File: src/pc1sc_pkg.sv
// pc1sc_pkg: shared types and constants for the 128-bit key byte-stream cipher
// used by the controller, the datapath and the top level
`timescale 1ns / 1ps

package pc1sc_pkg;

  localparam int unsigned NUM_ROUNDS = 8;
  localparam int unsigned ROUND_W    = $clog2(NUM_ROUNDS);
  localparam int unsigned KEY_WORDS  = 8;

  localparam logic [15:0] MUL_A = 16'h4e35;
  localparam logic [15:0] MUL_B = 16'h015a;

  // configuration register indexes
  localparam logic [1:0] CFG_KEY_HIGH    = 2'd0;
  localparam logic [1:0] CFG_KEY_LOW     = 2'd1;
  localparam logic [1:0] CFG_DECRYPT_MODE = 2'd2;

  // controller to datapath commands
  typedef struct packed {
    logic                start;     // latch input byte, reload on restart
    logic                round;     // run one keystream round
    logic [ROUND_W-1:0]  round_idx;
    logic                finish;    // mask byte, load output, update key
  } dp_cmd_t;

endpackage

File: src/pc1sc_ctrl.sv
// pc1sc_ctrl: sequencer for the eight keystream rounds and the output handshake
// depends on pc1sc_pkg
`timescale 1ns / 1ps

module pc1sc_ctrl
  import pc1sc_pkg::*;
(
  input  logic     clk,
  input  logic     rst_n,
  input  logic     in_tvalid,
  output logic     in_tready,
  output logic     out_tvalid,
  input  logic     out_tready,
  output dp_cmd_t  cmd
);

  typedef enum logic [1:0] {
    ST_IDLE,
    ST_RUN,
    ST_FIN
  } state_t;

  state_t             state_r, state_nxt;
  logic [ROUND_W-1:0] cnt_r, cnt_nxt;
  logic               out_valid_r, out_valid_nxt;
  logic               slot_free;

  assign in_tready  = (state_r == ST_IDLE);
  assign out_tvalid = out_valid_r;
  assign slot_free  = !out_valid_r || out_tready;

  always_comb begin
    state_nxt     = state_r;
    cnt_nxt       = cnt_r;
    out_valid_nxt = out_valid_r && !out_tready;
    cmd           = '0;
    cmd.round_idx = cnt_r;
    unique case (state_r)
      ST_IDLE: begin
        if (in_tvalid) begin
          cmd.start = 1'b1;
          cnt_nxt   = '0;
          state_nxt = ST_RUN;
        end
      end
      ST_RUN: begin
        cmd.round = 1'b1;
        cnt_nxt   = cnt_r + 1'b1;
        if (cnt_r == ROUND_W'(NUM_ROUNDS - 1)) begin
          state_nxt = ST_FIN;
        end
      end
      ST_FIN: begin
        // wait until the output register is free
        if (slot_free) begin
          cmd.finish    = 1'b1;
          out_valid_nxt = 1'b1;
          state_nxt     = ST_IDLE;
        end
      end
      default: state_nxt = ST_IDLE;
    endcase
  end

  always_ff @(posedge clk) begin
    if (!rst_n) begin
      state_r     <= ST_IDLE;
      cnt_r       <= '0;
      out_valid_r <= 1'b0;
    end else begin
      state_r     <= state_nxt;
      cnt_r       <= cnt_nxt;
      out_valid_r <= out_valid_nxt;
    end
  end

endmodule

File: src/pc1sc_datapath.sv
// pc1sc_datapath: key registers, running key, chain registers and one shared round unit
// depends on pc1sc_pkg
`timescale 1ns / 1ps

module pc1sc_datapath
  import pc1sc_pkg::*;
(
  input  logic        clk,
  input  logic        rst_n,
  input  logic        cfg_we,
  input  logic [1:0]  cfg_index,
  input  logic [63:0] cfg_wdata,
  input  dp_cmd_t     cmd,
  input  logic [7:0]  in_data_byte,
  input  logic        in_restart,
  output logic [7:0]  out_result_byte
);

  logic [63:0] key_high_r, key_low_r;
  logic        decrypt_mode_r;

  // running key held as byte pairs, pair i = {byte 2i, byte 2i+1}
  logic [15:0] rk_r [KEY_WORDS];
  logic [15:0] chain_r, scaled_r, word_r, fold_r;
  logic [7:0]  data_r, result_r;

  logic [15:0] w, dx, ax, cx;
  logic [31:0] p_chain, p_wb, p_wa;
  logic [15:0] chain_off;
  logic [7:0]  res, upd;

  // one keystream round
  assign w         = word_r ^ rk_r[cmd.round_idx];
  assign chain_off = chain_r + {{(16 - ROUND_W){1'b0}}, cmd.round_idx};
  assign p_chain   = chain_off * MUL_A;
  assign p_wb      = w * MUL_B;
  assign p_wa      = w * MUL_A;
  assign cx        = p_chain[15:0] + p_wb[15:0];
  assign dx        = cx + scaled_r;
  assign ax        = p_wa[15:0] + 16'd1;

  assign res = data_r ^ fold_r[15:8] ^ fold_r[7:0];
  assign upd = decrypt_mode_r ? res : data_r;

  assign out_result_byte = result_r;

  always_ff @(posedge clk) begin
    if (!rst_n) begin
      key_high_r     <= '0;
      key_low_r      <= '0;
      decrypt_mode_r <= 1'b0;
    end else if (cfg_we) begin
      case (cfg_index)
        CFG_KEY_HIGH:     key_high_r     <= cfg_wdata;
        CFG_KEY_LOW:      key_low_r      <= cfg_wdata;
        CFG_DECRYPT_MODE: decrypt_mode_r <= cfg_wdata[0];
        default: ;
      endcase
    end
  end

  always_ff @(posedge clk) begin
    if (!rst_n) begin
      for (int i = 0; i < KEY_WORDS; i++) begin
        rk_r[i] <= '0;
      end
      chain_r  <= '0;
      scaled_r <= '0;
    end else if (cmd.start && in_restart) begin
      for (int i = 0; i < KEY_WORDS / 2; i++) begin
        rk_r[i]                 <= key_high_r[63 - 16 * i -: 16];
        rk_r[i + KEY_WORDS / 2] <= key_low_r[63 - 16 * i -: 16];
      end
      chain_r  <= '0;
      scaled_r <= '0;
    end else if (cmd.round) begin
      chain_r  <= dx;
      scaled_r <= p_wb[15:0];
    end else if (cmd.finish) begin
      for (int i = 0; i < KEY_WORDS; i++) begin
        rk_r[i] <= rk_r[i] ^ {upd, upd};
      end
    end
  end

  always_ff @(posedge clk) begin
    if (cmd.start) begin
      data_r <= in_data_byte;
      word_r <= '0;
      fold_r <= '0;
    end else if (cmd.round) begin
      word_r <= ax;
      fold_r <= fold_r ^ ax ^ dx;
    end
    if (cmd.finish) begin
      result_r <= res;
    end
  end

endmodule

File: src/pc1_stream_cipher_128_top.sv
// pc1_stream_cipher_128_top: byte-stream cipher with a 128-bit key
// each byte is loaded, run through eight rounds in the single shared round unit
// and finished, and no new byte is taken before it is finished
// a new byte is taken while the previous result still waits in the output register
// reset (rst_n, synchronous) clears the keys, mode, running key and chain registers
// depends on pc1sc_pkg, pc1sc_ctrl, pc1sc_datapath
`timescale 1ns / 1ps

module pc1_stream_cipher_128_top
  import pc1sc_pkg::*;
(
  input  logic        clk,
  input  logic        rst_n,
  input  logic        in_tvalid,
  output logic        in_tready,
  input  logic [7:0]  in_tdata,   // [7:0] data_byte
  input  logic        in_tuser,   // [0] restart
  output logic        out_tvalid,
  input  logic        out_tready,
  output logic [7:0]  out_tdata,  // [7:0] result_byte
  input  logic        cfg_we,
  input  logic [1:0]  cfg_index,
  input  logic [63:0] cfg_wdata
);

  dp_cmd_t cmd;

  pc1sc_ctrl u_ctrl (
    .clk        (clk),
    .rst_n      (rst_n),
    .in_tvalid  (in_tvalid),
    .in_tready  (in_tready),
    .out_tvalid (out_tvalid),
    .out_tready (out_tready),
    .cmd        (cmd)
  );

  pc1sc_datapath u_datapath (
    .clk             (clk),
    .rst_n           (rst_n),
    .cfg_we          (cfg_we),
    .cfg_index       (cfg_index),
    .cfg_wdata       (cfg_wdata),
    .cmd             (cmd),
    .in_data_byte    (in_tdata),
    .in_restart      (in_tuser),
    .out_result_byte (out_tdata)
  );

endmodule

File: config.mk
export PLATFORM = sky130hd
export DESIGN_NAME = pc1_stream_cipher_128_top
export DESIGN_NICKNAME = d
export VERILOG_FILES = /design/src/pc1sc_pkg.sv /design/src/pc1sc_ctrl.sv /design/src/pc1sc_datapath.sv /design/src/pc1_stream_cipher_128_top.sv
export SDC_FILE = /design/constraint.sdc
export NUM_CORES = 1
export LEC_CHECK = 0
export BUFFER_PORTS_ARGS = -buffer_cell sky130_fd_sc_hd__buf_2
export CAP_MARGIN = 0
export CORE_MARGIN = 2
export CORE_UTILIZATION = 45
export CTS_CLUSTER_DIAMETER = 120
export CTS_CLUSTER_SIZE = 30
export DETAILED_ROUTE_END_ITERATION = 6
export GPL_ROUTABILITY_DRIVEN = 0
export PLACE_DENSITY = 0.73
export SYNTH_ARGS = -nofsm -noshare
export SYNTH_HDL_FRONTEND = slang
export SYNTH_SLANG_ARGS = --single-unit
File: constraint.sdc
create_clock -name clk -period 24 [get_ports clk]
set_input_delay 2.4 -clock clk [delete_from_list [all_inputs] [get_ports clk]]
set_output_delay 2.4 -clock clk [all_outputs]
set_load 0.005 [all_outputs]
# Word level (Yosys, flattened, before mapping)
# Memories as Yosys holds them, arrays and structs flattened. A register that Yosys moved wholly into a read port is not among the register bits.
# Cells that the tools add are included.
[classes]
n_addsub = 5
multipliers = 3
n_eq_ne = 8
mux = 41
n_bitwise = 30
n_reduce_logical = 14
[ops]
columns = ["operator", "n"]
rows = [
  ["16-bit 2-to-1 mux", 16],
  ["16-bit XOR", 11],
  ["16-bit adder", 2],
  ["16-bit by 15-bit multiplier with 16-bit output, second input constant", 2],
  ["16-bit by 1-bit adder with 16-bit output, second input constant", 1],
  ["16-bit by 3-bit adder with 16-bit output", 1],
  ["16-bit by 8-bit multiplier with 15-bit output, second input constant", 1],
  ["1-bit 2-to-1 mux", 16],
  ["1-bit bitwise OR", 16],
  ["8-bit XOR", 2],
  ["3-bit 2-to-1 mux", 3],
  ["8-bit 2-to-1 mux", 1],
  ["2-bit AND reduction", 4],
  ["2-bit 2-to-1 mux", 3],
  ["2-bit one-hot mux with 3 select lines", 1],
  ["3-bit one-hot mux with 2 select lines", 1],
  ["2-bit by 1-bit equality test with 1-bit output, second input constant", 2],
  ["2-bit equality test, second input constant", 2],
  ["2-bit zero test", 2],
  ["2-bit by 1-bit != test with 1-bit output, second input constant", 2],
  ["3-bit by 1-bit adder with 3-bit output, second input constant", 1],
  ["3-bit equality test, second input constant", 1],
  ["3-bit AND reduction", 1],
  ["1-bit logical AND", 2],
  ["other kinds (6)", 7],
]
[word_totals]
ff_bits = 214
ramBits = 128
in_bits = 80
out_inout_bits = 10
elab_cells = 114
mem_count = 1
[memory_table]
columns = ["memory", "depth", "word_bits", "read_ports", "rd_clocked_by_memory_dff", "write_ports", "line_no", "rtl"]
rows = [
  ["u_datapath.rk_r", 8, 16, 9, 1, 8, "pc1sc_datapath.sv:23", "logic [15:0] rk_r [KEY_WORDS];"],
]

# Logic depth before layout (Yosys ltp)
# Gate-level depths: netlist (run 1).
[logic_depth]
depth_word = 10
mapped_depth = 36
depth_no_buf = 34

# Cells and area by module
# Synthesis (run 1) repeated with hierarchy kept, for this count alone.
[hier_totals]
cells_unflattened = 2090
area_unflattened_um2 = 21717.1
[by_module_without_submodules]
columns = ["mod", "instances", "cells_each", "area_per_inst_um2"]
rows = [
  ["pc1sc_datapath", 1, 2057, 21421.8],
  ["pc1sc_ctrl", 1, 33, 295.3],
]

# Least setup slack after synthesis (run 1)
# OpenSTA, ideal clock, no wires.
[synth_path]
path_kind = "register -> register"
start = "register with a tool-made name"
end = "register u_datapath.fold_r[15]"
setup_ns = 0.070
t_arrival_ns = 9.193
slack_ns = 14.737
stages_incl_launch_ff = 37
path_buffers = 3
synth_period_minus_slack_ns = 9.263
cell_sequence = "dfxtp_1 clkbuf_1 clkbuf_1 clkbuf_1 mux4_2 mux2i_1 xnor2_1 ha_1 ha_1 inv_1 fa_1 fa_1 inv_1 ha_1 a21oi_1 o21bai_1 a21oi_1 o21bai_1 a21oi_1 o21bai_1 a21oi_1 xor2_1 fa_1 fa_1 fa_1 fa_1 xnor2_1 xnor2_1 xnor2_1 xnor2_1 xnor2_1 xnor2_1 xnor2_1 xor3_2 xnor2_1 or3_1 a21oi_1"
[synth_lines]
columns = ["element", "line_no", "rtl"]
rows = [
  ["to (signal assigned)", "pc1sc_datapath.sv:93", "fold_r <= fold_r ^ ax ^ dx;"],
  ["to (decl)", "pc1sc_datapath.sv:24", "logic [15:0] chain_r, scaled_r, word_r, fold_r;"],
]

==> run summary, run 1 <==
Starting density of the core = 45.33%
Critical setup path kind = register to register
Max-cap violations = 0
Storage element area = 8349 um^2
Register area share after synthesis = 37.86%
Crit share post-route = 40.42%
DR DRC count = 0
Async S/R FF share, synth = 0%
Worst-path fanout max = 38
H-Tree Depth = 1
WL per Instance = 20.50 um
Crit path top cell by count = xnor2_1
Crit path capture type = register
FP Rows = 81
Syn Area/Cell = 10.26 um^2
Startpoint types = register
Area taken by multi-input logic gates = 12400 um^2
Die area = 50790 um^2
Synthesized area = 22050 um^2
EDFF count, synth = 144
Total wire length = 57450 um
ANT cells = 0
Tot GR Track Use = 22.83%
Fin. Hold Viols = 0
DRT iter0 DRCs = 1297
Clock Tree Buf Depth = 3
Layout Area Growth over Synthesis = 7.150%
Global-route wire length before repair = 89800 um
RSZ-0062 raised after global routing = no
Post-CTS setup buffers = 0
Ys flop type = dfxtp_1
Worst EP required = 24.46 ns
Final setup viols = 0
Final nets = 2520
Fin crit period = 9.702 ns
Max Slew Vio Count = 0
Tightest Pin Transition = 1.168 ns
Number of buffers added on ports = 89
Post-cts gate resize count = 0
Post-DP HPWL = 41430 um
TritonCTS Buffers = 16
Vias = 15540
CTS tree = done
I/O pins = 90
Initial antenna violation count = 1
Core area = 48650 um^2
Clk sink count = 345
DR vias/cell = 5.544
Grt total ovfl = 0
Worst Path Arrival = 10.17 ns
Final ANT Viol Nets = 0
Min-delay src = u_datapath.scaled_r[4]
Largest net degree at the start of global routing = 129
Chip height = 225.4 um
Rel. slew slack = 22.13%
Number of register bits inferred by synthesis = 345
Max frequency = 103.1 MHz
Worst min path class = register to register
Clock Skew = 0.03211 ns
Hold_buf cts = 0
Total negative slack = 0 ns
Layout cells sized above 1 = 8.486%
Synth cell types = 50
Cells after Synth = 2150
Clk slew on worst S/H paths = 0.11 ns
Max incr delay on CP = 0.58 ns
Die width = 225.4 um
Vias in the first global route = 15900
CTS Root Cell = clkbuf_16
Crit path max-delay cell type = buf_4
Syn Nets = 2500
Fill count = 4444
DR pass1 iterations = 5
Run status = completed
Synth warnings = 0
Clock latency at the later pin of the worst-skew pair = 0.55 ns
==> path summary, 6_finish.rpt <==
check | to | slack [ns] | depth (start not counted)
setup reg to reg | u_datapath.fold_r[15] | 14.30 | 34
hold / removal | u_datapath.scaled_r[4] | 0.47 | 2
hold reg to reg | u_datapath.scaled_r[4] | 0.47 | 2
setup / recovery | u_datapath.fold_r[15] | 14.30 | 34
==> worst max-delay path: cells and delay by family, from the launching register on <==
kind / cells / cell delay, ns
xor gates and xnor gates: 12 / 2.72
DFF: 1 / 0.33
muxes: 2 / 0.90
and+or+nand+nor: 1 / 0.33
adders and majority gates: 8 / 3.37
AOI/OAI and AO/OA: 8 / 1.27
buffers and inverters: 3 / 0.67
==> cells in the mapped netlist, types with 2 or more instances <==
| cell | instances | area share [%] |
|---|---|---|
| inv_1 | 249 | 4.2 |
| clkbuf_1 | 89 | 1.5 |
| nor2b_1 | 5 | 0.14 |
| a21o_1 | 10 | 0.34 |
| a21oi_1 | 67 | 1.5 |
| mux4_2 | 28 | 2.9 |
| nor3_1 | 6 | 0.14 |
| o21bai_1 | 9 | 0.31 |
| xnor2_2 | 3 | 0.22 |
| nor3b_1 | 2 | 0.068 |
| o21ai_0 | 33 | 0.75 |
| edfxtp_1 | 144 | 20 |
| or3_1 | 15 | 0.43 |
| and2_1 | 5 | 0.14 |
| nand3_1 | 21 | 0.48 |
| nor2_1 | 41 | 0.70 |
| fa_1 | 108 | 9.8 |
| xor2_1 | 27 | 1.1 |
| ha_1 | 162 | 9.2 |
| and3_1 | 5 | 0.14 |
| a211oi_1 | 6 | 0.20 |
| xnor2_1 | 243 | 9.7 |
| nand2b_1 | 6 | 0.17 |
| a22o_1 | 128 | 5.1 |
| nand3b_1 | 2 | 0.068 |
| buf_2 | 3 | 0.068 |
| a21boi_0 | 131 | 4.5 |
| dfxtp_1 | 201 | 18 |
| mux2i_1 | 34 | 1.5 |
| nand2_1 | 331 | 5.6 |
| buf_1 | 17 | 0.29 |
==> per-stage QoR <==
step	instances	hold slack, ns	utilization, %	setup WS, ns	cell area, um^2
2_1_floorplan	2150	0.4363	-	14.74	22050
3_3_place_gp	2774	0.4437	47.47	14.56	23090
3_5_place_dp	2774	0.4554	47.47	14.30	23090
4_1_cts	2802	0.4711	48.57	14.27	23630
5_1_grt	2802	0.4908	48.57	13.58	23630
6_report	2802	0.4717	48.57	14.30	23630
==> flip-flops by register name (all words and copies together), names as in the netlist, named ones only <==
signal	count
u_ctrl.cnt_r	3
u_ctrl.out_tvalid	1
u_ctrl.state_r	2
u_datapath.chain_r	16
u_datapath.data_r	8
u_datapath.decrypt_mode_r	1
u_datapath.fold_r	16
u_datapath.key_high_r	64
u_datapath.key_low_r	64
u_datapath.out_result_byte	8
u_datapath.rk_r	128
u_datapath.scaled_r	15
u_datapath.word_r	16
==> kinds of logic (layout without fill, tap and decap cells) <==
kind of cell	count (synthesis)	after routing	synth area share (%)
AND/OR/NAND/NOR	444	444	8.279
AO/OA/AOI/OAI	391	391	12.91
buffers and inverters	361	391	6.213
flip-flops	345	345	37.86
XOR/XNOR	275	275	11.17
adder cells (fa/ha/maj)	271	271	19.04
multiplexers	63	63	4.523
==> per-layer routing <==
layer  GRT usage, %  wire length, um
met5              0               13
met4          8.438             2274
met3          2.581             3261
met2          40.43            28700
met1          28.66            23200
==> area by class of cell <==
class	instances	area share [%]
sequential	345	35.34
clock inverter	3	0.3230
multi-input combinational	1444	52.49
tap	622	3.294
inverter	250	3.972
clock buffer	25	1.928
timing repair buffer	113	2.658
==> cell usage in the layout (no fill, tap or decap), types with 2 or more instances in the layout <==
cell       count
clkbuf_16     17
edfxtp_1     144
nand2_1      331
a21o_1        10
dfxtp_1      200
and2_1         5
o21bai_1       9
inv_1        249
nor2b_1        4
nand3_1       18
o21ai_0       33
ha_1         162
mux2i_1       26
a21boi_0     131
nand3_2        3
xor2_1        27
buf_4         25
and3_1         4
nand3b_1       2
xnor2_1      243
mux4_2        28
buf_2         88
mux2i_2        8
nor3_1         6
nor2_1        40
a211oi_1       6
xnor2_2        3
a21oi_1       67
fa_1         108
or3_1         15
a22o_1       128
nand2b_1       5
clkbuf_1       8
Power of run 1 is not shown: default switching activity piles up to over one toggle a cycle in this logic, so the estimate is an artifact.
==> run 2, diff against run 1 <==
Settings changed: PLACE_DENSITY 0.73 to 0.76.
Clock period 24 ns to 7.9 ns, I/O delays scaled along.
==> run 2 against run 1 <==
The run now ends with negative setup slack left. Sequential cell count unchanged. Sequential share of layout area down 3.3 points. Non-clock buffer count rose by 216. Via count grew 6.9%. Critical path depth up 3. Maximum frequency rose by 8.9%. Clock skew decreased by 0.0078 ns. Largest cell class unchanged.
==> run summary, run 2 (synthesis gave the netlist of run 1 again) <==
Final nets = 2735
Tot GR Track Use = 23.83%
Clock Skew = 0.02431 ns
Initial antenna violation count = 0
Total wire length = 61680 um
Startpoint types = register
Starting density of the core = 45.33%
Worst-path fanout max = 7
Largest Register = u_datapath.rk_r
TritonCTS Buffers = 15
DR pass1 iterations = 7
Crit path max-delay cell type = fa_1
I/O pins = 90
Critical setup path kind = register to register
FP Rows = 81
Core area = 48650 um^2
Die width = 225.4 um
Final worst setup slack = -1.006 ns
Clk sink count = 345
Crit path top cell by count = xnor2_1
Worst Path Arrival = 9.36 ns
Fill count = 4057
WL per Instance = 20.44 um
Chip height = 225.4 um
Rel. slew slack = 11.23%
Hold_buf cts = 0
CTS tree = done
CTS Root Cell = clkbuf_16
Worst Hold Slack = 0.4334 ns
Final ANT Viol Nets = 0
Max frequency = 112.3 MHz
Post-DP HPWL = 43260 um
Fin. Hold Viols = 0
Clock latency at the later pin of the worst-skew pair = 0.54 ns
Failing checks = negative setup slack
Worst EP required = 8.35 ns
Largest net degree at the start of global routing = 136
DR DRC count = 0
Clock Tree Buf Depth = 3
RSZ-0062 raised after global routing = yes
Final setup viols = 10
H-Tree Depth = 1
Clk slew on worst S/H paths = 0.12 ns
DR vias/cell = 5.505
Grt total ovfl = 0
Die area = 50790 um^2
Crit path capture type = register
Worst min path class = primary input to register
Biggest registers after layout = u_datapath.rk_r x128, u_datapath.key_high_r x64, u_datapath.key_low_r x64
Vias = 16610
Layout Area Growth over Synthesis = 18.29%
Max Slew Vio Count = 0
Commonest non-fill, non-tap cells in the layout = 327 x nand2_1, 231 x inv_1, 221 x xnor2_1, 221 x buf_4, 200 x dfxtp_1
Vias in the first global route = 17080
Crit share post-route = 112.7%
Fin crit period = 8.906 ns
Number of flip-flops in the largest register = 128
Max-cap violations = 0
Max incr delay on CP = 0.61 ns
DRT iter0 DRCs = 1152
Run status = complete, but fails checks
Commonest non-fill, non-tap cell in the layout = nand2_1
Tightest Pin Transition = 1.332 ns
Global-route wire length before repair = 94310 um
Number of buffers added on ports = 89
Layout cells sized above 1 = 21.22%
-- run 2: cell types whose count changed in the layout (fill, tap and decap cells not counted), moves of 10 or more --
cell	change
buf_6	+10
ha_1	-18
buf_4	+196
inv_2	+18
inv_1	-18
a21oi_1	-14
xnor2_1	-22
ha_4	+16
xnor2_2	+17
-- run 2: layout make-up --
cell class              instances  area [um^2]  share of cell area (%)
diodes                          1        2.502                0.009594
clock buffers                  23        405.4                   1.554
clock inverters                 3        26.28                  0.1007
inverters                     250        938.4                   3.598
multi-input cells            1444        13170                   50.51
flip-flops and latches        345         8352                   32.02
well taps                     622        778.2                   2.984
repair buffers                329         2407                   9.229
-- run 2: per-stage QoR --
step / worst slack [ns] / setup TNS (ns) / area, um^2 / std cells / util, %
after floorplan: -0.3586 / -0.3870 / 22280 / 2150 / -
after global placement: -0.4599 / -1.632 / 24770 / 2963 / 50.91
after detailed placement: -0.6637 / -3.512 / 24770 / 2963 / 50.91
after CTS: -0.5837 / -2.356 / 25640 / 3006 / 52.70
after global routing: -1.218 / -7.287 / 26080 / 3016 / 53.61
final: -1.006 / -4.792 / 26080 / 3017 / 53.62
-- run 2: critical path: cells and delay by family (launching register included) --
| family | cells | cell delay, ns |
|---|---|---|
| mux | 2 | 0.71 |
| flops | 1 | 0.41 |
| compound gates | 7 | 0.94 |
| fa+ha+maj | 8 | 3.45 |
| buf+inv | 7 | 0.83 |
| xor+xnor | 12 | 2.15 |
| simple gates | 1 | 0.31 |
-- run 2: path summary, 6_finish.rpt --
check | slack [ns] | cells after the start | end | from
worst max-delay path | -1.01 | 37 | u_datapath.fold_r[15] | register
worst max register to register | -1.01 | 37 | u_datapath.fold_r[15] | register
worst min register to register | 0.47 | 2 | u_datapath.scaled_r[2] | u_datapath.scaled_r[2]
worst min-delay path | 0.43 | 1 | u_datapath.data_r[7] | in_tdata[7]
-- run 2: layer usage --
| metal | routed length [um] | vias up | global-route usage (%) |
|---|---|---|---|
| met5 | 0 | - | 0 |
| met4 | 3944 | 0 | 12.60 |
| met3 | 3520 | 193 | 2.216 |
| met2 | 30640 | 639 | 41.71 |
| met1 | 23570 | 8153 | 29.15 |
| li1 | - | 7625 | - |
-- run 2: timing repair --
item	CTS	global route
cloned	1	0
endpoints found under the hold margin	0	0
setup buffers	18	17
pin swaps	30	39
gates resized for setup	53	79
endpoints found under the setup margin	9	11
Power of run 2 is left out for the same reason.
==> run 3, diff against run 2 <==
Settings changed: REMOVE_ABC_BUFFERS set to 1.
==> run 3 against run 2 <==
The run still ends with negative setup slack left. Via count grew 0.40%. Global-route usage shrank 1.1 points. Critical endpoint unchanged. Largest cell class unchanged. Critical path depth shrank 2.
==> run summary, run 3 (synthesis gave the netlist of run 1 again) <==
CTS Root Cell = clkbuf_16
Clk sink count = 345
Biggest registers after layout = u_datapath.rk_r x128, u_datapath.key_high_r x64, u_datapath.key_low_r x64
Total wire length = 59040 um
Startpoint types = register
Worst min path class = primary input to register
Commonest non-fill, non-tap cell in the layout = nand2_1
Hold_buf cts = 0
I/O pins = 90
Crit path capture type = register
Max-cap violations = 0
Worst Path Buf+Inv = 4
Final setup viols = 11
Max frequency = 113.7 MHz
Max incr delay on CP = 0.52 ns
DR DRC count = 0
Clock latency at the later pin of the worst-skew pair = 0.54 ns
Final worst setup slack = -0.8934 ns
Placed insts = 2981
H-Tree Depth = 1
DRT iter0 DRCs = 1139
Worst Path Arrival = 9.24 ns
Layout Area Growth over Synthesis = 19.20%
Tightest Pin Transition = 1.206 ns
RSZ-0062 raised after global routing = yes
WL per Instance = 19.37 um
Global-route wire length before repair = 91780 um
Final ANT Viol Nets = 0
Tot GR Track Use = 22.72%
Layout cells sized above 1 = 21.23%
Crit path max-delay cell type = fa_1
Number of buffers added on ports = 89
Crit share post-route = 111.3%
CTS tree = done
Run status = complete, but fails checks
DR vias/cell = 5.471
Chip height = 225.4 um
Number of flip-flops in the largest register = 128
Largest net degree at the start of global routing = 127
Dpl cell area = 24710 um^2
Critical setup path kind = register to register
Failing checks = negative setup slack
TritonCTS Buffers = 16
Worst-path fanout max = 7
Worst path top cell family by delay = adder cells
Worst EP required = 8.35 ns
Final nets = 2766
Die area = 50790 um^2
ANT cells = 0
Vias in the first global route = 17420
Commonest non-fill, non-tap cells in the layout = 331 x nand2_1, 250 x buf_4, 239 x inv_1, 224 x xnor2_1, 200 x dfxtp_1
Clock Tree Buf Depth = 3
Fin. Hold Viols = 0
Post-route cell area = 26280 um^2
Max Slew Vio Count = 0
Largest Register = u_datapath.rk_r
Die width = 225.4 um
DR pass1 iterations = 5
Core area = 48650 um^2
Vias = 16680
Final cell count without fillers = 3048
Fin crit period = 8.793 ns
Starting density of the core = 45.33%
Post-DP HPWL = 39600 um
Clk slew on worst S/H paths = 0.11 ns
Rel. slew slack = 19.62%
Crit path top cell by count = xnor2_1
Clock Skew = 0.02373 ns
FP Rows = 81
Grt total ovfl = 0
Initial antenna violation count = 1
-- run 3: cell types whose count changed in the layout (fill, tap and decap cells not counted), moves of 4 or more --
cell and change:
buf_4 +29, buf_6 +4, ha_1 +5, ha_4 -6
inv_1 +8, inv_2 -9, nand2_1 +4, o21ai_2 -4
xnor2_2 -8, xnor2_4 +5, xor2_1 +4
-- run 3: layout make-up --
type                    instances  area, um^2
flip-flops and latches        345        8352
multi-input cells            1444       13100
fillers                      4014       22360
inverters                     250       940.9
clock buffers                  24       451.7
repair buffers                359        2615
well taps                     622       778.2
clock inverters                 4       50.05
-- run 3: final timing paths --
kind | startpoint | endpoint | slack [ns] | cells past startpoint
max | register | u_datapath.fold_r[15] | -0.89 | 35
min | in_tdata[1] | u_datapath.data_r[1] | 0.42 | 1
max reg2reg | register | u_datapath.fold_r[15] | -0.89 | 35
min reg2reg | u_datapath.scaled_r[5] | u_datapath.scaled_r[5] | 0.46 | 2
-- run 3: what timing repair did --
item	in CTS	in global routing
buffers inserted	23	25
setup endpoints to repair	11	12
pin swaps	61	17
gates resized for setup	87	52
-- run 3: worst register-to-register path, delay by kind of cell (launching register included) --
| family | cells | cell delay [ns] |
|---|---|---|
| buffers and inverters | 4 | 0.42 |
| multiplexers | 2 | 0.78 |
| AO/OA/AOI/OAI | 8 | 1.13 |
| AND/OR/NAND/NOR | 1 | 0.31 |
| XOR/XNOR | 11 | 2.00 |
| flip-flops | 1 | 0.41 |
| adder cells (fa/ha/maj) | 9 | 3.63 |
-- run 3: metal layers --
layer	global-route usage, %	part of all wire, %	vias to the layer above
li1	-	-	7702
met1	27.87	40	8222
met2	40.91	50	566
met3	2.256	5.4	186
met4	9.079	5.0	0
met5	0	0	-
-- run 3: through the flow --
stage	hold slack, ns	setup WS, ns	setup TNS, ns	utilization [%]
final	0.4199	-0.8934	-4.690	54.03
after floorplan	0.4363	-1.913	-12.89	-
after detailed placement	0.4525	-1.159	-5.055	50.79
after CTS	0.4041	-0.5701	-1.487	53.09
after global routing	0.4047	-1.140	-7.330	54.03
after global placement	0.4442	-0.9248	-3.405	50.79
Power of run 3 is left out for the same reason.
